### config.mk
export PLATFORM = sky130hd
export DESIGN_NAME = pkfrl_ctrl
export DESIGN_NICKNAME = d
export VERILOG_FILES = /design/src/pkfrl_pkg.sv /design/src/pkfrl_ctrl.sv
export SDC_FILE = /design/constraint.sdc
export NUM_CORES = 1
export LEC_CHECK = 0
export BUFFER_PORTS_ARGS = -buffer_cell sky130_fd_sc_hd__buf_4
export CORE_AREA = 2 2 39 41
export DETAILED_ROUTE_END_ITERATION = 16
export DIE_AREA = 0 0 41 43
export GPL_ROUTABILITY_DRIVEN = 0
export MAX_ROUTING_LAYER = met4
export SLEW_MARGIN = 25
export SYNTH_ARGS = -nofsm -noshare
export SYNTH_HDL_FRONTEND = slang
export SYNTH_SLANG_ARGS = --single-unit
### constraint.sdc
create_clock -name clk -period 3 [get_ports clk]
set_input_delay 0.15 -clock clk [delete_from_list [all_inputs] [get_ports clk]]
set_output_delay 0.15 -clock clk [all_outputs]
set_load 0.02 [all_outputs]
### src/pkfrl_pkg.sv
// ----------------------------------------------------------------------------
// pkfrl_pkg
// Shared types and constants for the per-key failure rate limiter.
// ----------------------------------------------------------------------------
package pkfrl_pkg;

  localparam int TABLE_ENTRIES_DEF = 128;

  localparam int KEY_W   = 32;
  localparam int TIME_W  = 32;
  localparam int COUNT_W = 8;

  localparam int CFG_DATA_W = 32;
  localparam int CFG_IDX_W  = 1;

  localparam logic [TIME_W-1:0]  WINDOW_RESET  = TIME_W'(300);
  localparam logic [COUNT_W-1:0] MAXFAIL_RESET = COUNT_W'(5);
  localparam logic [COUNT_W-1:0] COUNT_MAX     = '1;

  typedef enum logic [CFG_IDX_W-1:0] {
    REG_WINDOW   = 1'b0,
    REG_MAX_FAIL = 1'b1
  } cfg_reg_e;

  localparam logic KIND_CHECK  = 1'b0;
  localparam logic KIND_RECORD = 1'b1;

  typedef struct packed {
    logic              kind;
    logic [KEY_W-1:0]  uid;
    logic              ok;
    logic [TIME_W-1:0] now;
  } item_t;

  typedef struct packed {
    logic               blocked;
    logic               found;
    logic [COUNT_W-1:0] failures_after;
    logic               evicted;
  } result_t;

  typedef struct packed {
    logic [KEY_W-1:0]   key;
    logic [COUNT_W-1:0] failures;
    logic [TIME_W-1:0]  stamp;
  } entry_t;

  // controller to datapath
  typedef struct packed {
    logic load;
    logic issue;
    logic decide;
  } ctrl_cmd_t;

  // datapath to controller
  typedef struct packed {
    logic empty;
    logic last_addr;
  } dp_status_t;

endpackage

### src/pkfrl_ctrl.sv
// ----------------------------------------------------------------------------
// pkfrl_ctrl
// Sequencer: accepts a transaction, walks the table scan, then commits.
// ----------------------------------------------------------------------------
module pkfrl_ctrl (
  input  logic                  clk,
  input  logic                  rst,
  input  logic                  start,
  input  pkfrl_pkg::dp_status_t status,
  output pkfrl_pkg::ctrl_cmd_t  cmd,
  output logic                  busy,
  output logic                  done
);

  typedef enum logic [3:0] {
    S_IDLE   = 4'b0001,
    S_SCAN   = 4'b0010,
    S_LAST   = 4'b0100,
    S_DECIDE = 4'b1000
  } state_t;

  state_t state;
  state_t state_next;

  always_comb begin
    state_next = state;
    cmd        = '0;
    case (state)
      S_IDLE: begin
        if (start) begin
          cmd.load   = 1'b1;
          state_next = status.empty ? S_DECIDE : S_SCAN;
        end
      end
      S_SCAN: begin
        cmd.issue = 1'b1;
        if (status.last_addr) begin
          state_next = S_LAST;
        end
      end
      // last read data is compared in this cycle
      S_LAST: begin
        state_next = S_DECIDE;
      end
      S_DECIDE: begin
        cmd.decide = 1'b1;
        state_next = S_IDLE;
      end
      default: begin
        state_next = S_IDLE;
      end
    endcase
  end

  always_ff @(posedge clk) begin
    if (rst) begin
      state <= S_IDLE;
      done  <= 1'b0;
    end else begin
      state <= state_next;
      done  <= (state == S_DECIDE);
    end
  end

  assign busy = (state != S_IDLE);

  a_done_not_busy: assert property (@(posedge clk) disable iff (rst)
    done |-> !busy)
    else $error("result strobe while busy");

  a_accept_busy: assert property (@(posedge clk) disable iff (rst)
    (start && !busy) |=> busy)
    else $error("accepted transaction did not raise busy");

endmodule

==> results of run 1 <==
[area by class of cell]
class	count	area, µm²	area share [%]
Clock buffer	4	26.28	7.636
Inverter	2	7.507	2.182
Multi-Input combinational cell	17	122.6	35.64
Sequential cell	5	100.1	29.09
Tap cell	16	20.02	5.818
Timing Repair Buffer	9	67.56	19.64
[worst max-delay path, stage by stage (launching register included)]
cell     delay [ns]
dfxtp_1        0.36
or4b_4         0.57
nor2_1         0.11
buf_4          0.15
[power groups by stage]
| stage | clock network (mW) | registers, mW | logic, mW |
|---|---|---|---|
| floorplan | 0 | 0.0735 | 0.0186 |
| global placement | 0 | 0.0742 | 0.0315 |
| detailed placement | 0 | 0.0742 | 0.0314 |
| CTS | 0.0811 | 0.0730 | 0.0316 |
| global route | 0.0852 | 0.0736 | 0.0340 |
| finish | 0.0760 | 0.0731 | 0.0315 |
[through the flow]
step | setup WS [ns] | util [%] | area (µm²)
2_1_floorplan | 1.566 | - | 230.2
3_3_place_gp | 1.651 | 22.97 | 317.8
3_5_place_dp | 1.647 | 22.97 | 317.8
4_1_cts | 1.421 | 24.86 | 344.1
5_1_grt | 1.335 | 24.86 | 344.1
6_report | 1.435 | 24.86 | 344.1
[cells by family after synthesis]
family | Yosys count | share of synthesized area, %
mux | 1 | 4.348
buf+inv | 2 | 3.262
xor+xnor | 1 | 3.805
simple gates | 13 | 38.59
flops | 5 | 43.48
compound gates | 2 | 6.520
[metal layers]
| metal | wire, µm | GRT usage [%] |
|---|---|---|
| met3 | 38 | 0 |
| met2 | 201 | 7.500 |
| met1 | 238 | 10.61 |
| met5 | 0 | - |
| met4 | 0 | 8.000 |
[sequential cells by signal, indices dropped and copies added, names as in the netlist]
name,count
done,1
state,4
[cell usage in the layout, fill, tap and decap left out]
cell / n
buf_4: 9
nor2_1: 5
dfxtp_1: 5
nor4b_1: 3
clkbuf_4: 3
inv_1: 2
nor2b_1: 2
or4b_1: 1
or4b_4: 1
nor3b_1: 1
o32a_1: 1
mux2i_1: 1
xnor2_1: 1
o21ai_1: 1
clkbuf_1: 1
[worst min path at each step]
stage          start               endpoint  slack [ns]
3_5_place_dp     rst        done$_SDFF_PP0_        0.35
6_report         rst  state[1]$_SDFFE_PP0P_        0.10
5_1_grt          rst        done$_SDFF_PP0_        0.09
3_3_place_gp     rst        done$_SDFF_PP0_        0.35
4_1_cts          rst  state[1]$_SDFFE_PP0P_        0.09
2_1_floorplan    rst        done$_SDFF_PP0_        0.22
==> results.md, run 1 <==
* # clock sinks at 5
* Vias in the first global route at between 200 and 250
* Synth warnings at 0
* Hold Slack at 0.1016 ns
* Syn_nets at 29
* Synthesized instance count at 24
* Dominant synthesized flop cell: dfxtp_1
* Final Skew at around 0.0043 ns
* Status: complete, no violations
* Fin crit period at 1.565 ns
* Die Y at between 40 and 50 µm
* Starting Density at 16.64%
* Chip width at 41 µm
* Worst hold stages at 2
* Synth cell types at 12
* Sequential area share after synthesis at 43.48%
* Fillers at 161
* Max-slew violations at 0
* Max clock buf depth at 2
* Ant diodes at 0
* Internal power at 0.1367 mW
* Total power at 0.1806 mW
* CP Launch Type: register
* PortBufs at 9
* Via density at 4.038
* Hold Crit Class: in2reg
* Initial DRC Count at 0
* Clk pwr share at 42.1%
* VDD IR-drop max at 0.1197 mV
* Global route overflow at 0
* Flop pwr share at 40.5%
* Final period util at around 52%
* CP Launch Point: state[1]$_SDFFE_PP0P_
* CTS tree: built
* Htree depth at 1
* Vias at about 210
* Setup CP Type: reg2out
* First-pass GRT wire length at 821 µm
* Unrepaired setup endpoints after global routing: false
* Post-CTS Setup Inserts at 0
* Leak at 0.1553 nW
* Fmax at 639.0 MHz
* Area grow syn2layout at 49.46%
* Worst slew pin tran at 0.3311 ns
* Top post-synthesis cells by area: dfxtp_1 (43%), nor4b_1 (11%), nor2_1 (8.2%)
* Clock Latency Late Sink at 0.24 ns
* Post-cts sizing count at 0
* CP Capture Point: cmd[2]
* Layout Nets at between 40 and 50
* Number of synthesized flops with an enable pin at 0
* Cell area after synthesis at between 200 and 250 µm²
* Core box area at 1384 µm²
* Relative slew slack at just under 80%
* Routed Antenna Nets at 0
* Clock slew seen by the registers of the worst setup and hold paths at 0.04 ns
* Pre-antenna DRT Iters at 1
* Root buffer cell: clkbuf_4
* Hold_buf cts at 0
* # placed instances at 49
* Share of layout cells above drive strength 1 at 35.14%
* GRT Resource Usage Total at 7.099%
* Ports at 10
* Mean Syn Cell Area at 9.593 µm²
* R2R Setup Slk at 1.64 ns
* Largest net degree at the start of global routing at 8
* Row count at 14
* Logic pwr share at 17.4%
* Routed wire length at 479 µm
* Synth async-reset ratio at 0%
* Post-synth top cells: dfxtp_1 (5), nor2_1 (5), nor4b_1 (3)
* R2R Path End: state[1]$_SDFFE_PP0P_
* Dpl hpwl at around 360 µm
* Top-area cell type share of the netlist area at 43.48%
* Avg WL per Cell at 9.038 µm
* Max_cap viols at 0
* Synth Register Bits at 5
* Setup violators final at 0
* Area leader, netlist: dfxtp_1
* Reg2reg start: state[1]$_SDFFE_PP0P_
* DR DRC count at 0
* Psw at 0.04388 mW
* Final non-filler cell total at 53
* Num CTS Buffers at 3
* DIE AREA at 1763 µm²
* Cell Pwr Density at 524.9 nW/µm²
* Initial antenna violation count at 0
* Crit path max fanout at 6
* CP required at 2.85 ns
* Switching power share of the total at around 24%
* Final Hold Fails at 0
* Setup TNS at 0 ns
* FF-to-FF path depth at 3
* Worst EP arrival at 1.42 ns
* Worst setup EP type: output port
(Power assumes the default switching activity.)
==> run 2: changes to the inputs <==
==> constraint.sdc (replaced) <==
create_clock -name clk -period 1.5 [get_ports clk]
set_input_delay 0.075 -clock clk [delete_from_list [all_inputs] [get_ports clk]]
set_output_delay 0.075 -clock clk [all_outputs]
set_load 0.02 [all_outputs]
==> run 2 against run 1 <==
Clock power rose by 100%. Final area grew 7.6%. Clock-buffer cell count is the same. Wire length is 11% higher. Global-route usage up 1.0 points. Clock skew shrank 0.0025 ns. Non-clock buffer count increased by 1. Critical path depth is the same. Combinational power rose by 130%. Sequential share of layout area about the same. Worst hold slack worse by 0.086 ns.
==> results.md, run 2 (synthesis results as in run 1) <==
* Status: complete, no violations
* Root buffer cell: clkbuf_4
* Initial DRC Count at 1
* Share of layout cells above drive strength 1 at between 50% and 60%
* Max_cap viols at 0
* Via density at 4.130
* Hold Slack at 0.01590 ns
* GRT Resource Usage Total at 8.136%
* CP required at 1.42 ns
* Final Hold Fails at 0
* Ant diodes at 0
* DR DRC count at 0
* First-pass GRT wire length at 869 µm
* Max-slew violations at 0
* Starting Density at 16.64%
* Largest net degree at the start of global routing at 8
* Fmax at about 700 MHz
* Hold Crit Class: in2reg
* VDD IR-drop max at 0.2275 mV
* Vias in the first global route at between 200 and 250
* CP Launch Point: state[1]$_SDFFE_PP0P_
* Hold_buf cts at 0
* Avg WL per Cell at 9.833 µm
* Most frequent cells in the layout: buf_4 (9), nor2_1 (4), nor4b_1 (3), clkbuf_4 (3), dfxtp_2 (3)
* Leak at 0.1643 nW
* CP Launch Type: register
* Clock slew seen by the registers of the worst setup and hold paths at roughly 0.04 ns
* Hold Crit Start: rst
* Core box area at 1384 µm²
* Clk pwr share at 41.4%
* Worst slew pin tran at 0.3498 ns
* Htree depth at 1
* Crit path max fanout at 4
* Cell Pwr Density at 1007 nW/µm²
* Reg2reg start: state[1]$_SDFFE_PP0P_
* Worst EP arrival at 1.39 ns
* CTS tree: built
* R2R Setup Slk at 0.15 ns
* Routed Antenna Nets at 0
* Max clock buf depth at 2
* Setup CP Type: reg2out
* R2R Path End: state[1]$_SDFFE_PP0P_
* Relative slew slack at 76.35%
* WHS Endpoint: state[1]$_SDFFE_PP0P_
* Row count at 14
* Fin crit period at 1.464 ns
* Switching power share of the total at between 20% and 30%
* Pre-antenna DRT Iters at 2
* # clock sinks at 5
* Fillers at 147
* Setup TNS at 0 ns
* Setup violators final at 0
* Area grow syn2layout at 60.87%
* Largest register by flop count: state
* Chip width at between 40 and 50 µm
* Initial antenna violation count at 0
* Psw at 0.09389 mW
* Internal power at roughly 0.28 mW
* Die Y at 43 µm
* Vias at around 220
* Layout Nets at 44
* FF-to-FF path depth at 3
* Worst setup EP type: output port
* Final Skew at 0.001791 ns
* Global route overflow at 0
* Worst hold stages at 2
* PortBufs at 9
* Final period util at 97.60%
* Flop pwr share at 38.9%
* Top flop regs: state (4), done (1)
* Num CTS Buffers at 3
* Max FFs per register at 4
* DIE AREA at 1763 µm²
* Routed wire length at approximately 530 µm
* Clock Latency Late Sink at between 0.2 and 0.25 ns
* Commonest non-fill, non-tap cell in the layout: buf_4
* Logic pwr share at between 10% and 20%
* Ports at 10
## run 2: cell count changes in the layout (fill, tap and decap cells not counted), sizes merged
cell / before / now
buf: 9 / 10
## run 2: worst max-delay path, cell delays in order (launching register included)
cell     delay [ns]
dfxtp_4        0.34
or4b_4         0.57
nor2_4         0.12
buf_6          0.12
## run 2: metrics by stage
stage | utilization (%) | cells | power [mW] | instance area, µm² | worst slack, ns
after floorplan | - | 24 | 0.1843 | 230.2 | 0.06575
after global placement | 22.97 | 49 | 0.2113 | 317.8 | 0.1545
after detailed placement | 22.97 | 49 | 0.2122 | 317.8 | 0.1491
after CTS | 25.05 | 53 | 0.3733 | 346.6 | 0.01849
after global routing | 26.76 | 54 | 0.3912 | 370.4 | -0.007214
final | 26.76 | 54 | 0.3728 | 370.4 | 0.03605
## run 2: metal layers
layer / global-route usage [%] / part of all wire (%) / up-vias
met2: 7.813 / 40 / 11
met5: - / 0 / -
met1: 11.61 / 51 / 96
met3: 0 / 5.8 / 2
li1: - / - / 114
met4: 12.00 / 3.2 / 0
## run 2: how the worst max path moves through the flow
stage | slack, ns | end | depth (start not counted)
after global placement | 0.15 | state[1]$_SDFFE_PP0P_ | 3
after CTS | 0.02 | cmd[2] | 3
after global routing | -0.007 | cmd[2] | 3
after floorplan | 0.07 | done$_SDFF_PP0_ | 2
final | 0.04 | cmd[2] | 3
after detailed placement | 0.15 | state[1]$_SDFFE_PP0P_ | 3
## run 2: area by class of cell
| class | instances | area, µm² | area share, % |
|---|---|---|---|
| inverter | 2 | 7.507 | 2.027 |
| multi-input combinational | 17 | 130.1 | 35.14 |
| timing repair buffer | 10 | 78.83 | 21.28 |
| clock buffer | 4 | 26.28 | 7.095 |
| tap | 16 | 20.02 | 5.405 |
| sequential | 5 | 107.6 | 29.05 |
## run 2: power by group through the flow
stage / combinational (mW) / clock [mW] / sequential (mW)
6_report: 0.0732 / 0.154 / 0.145
5_1_grt: 0.0794 / 0.165 / 0.147
4_1_cts: 0.0636 / 0.162 / 0.147
3_5_place_dp: 0.0632 / 0 / 0.149
3_3_place_gp: 0.0629 / 0 / 0.148
2_1_floorplan: 0.0372 / 0 / 0.147
## run 2: repair_timing
action                     4_1_cts  5_1_grt
setup buffers                    0        1
resized for setup                2        6
setup endpoints to repair        1        2
pin swaps                        0        2
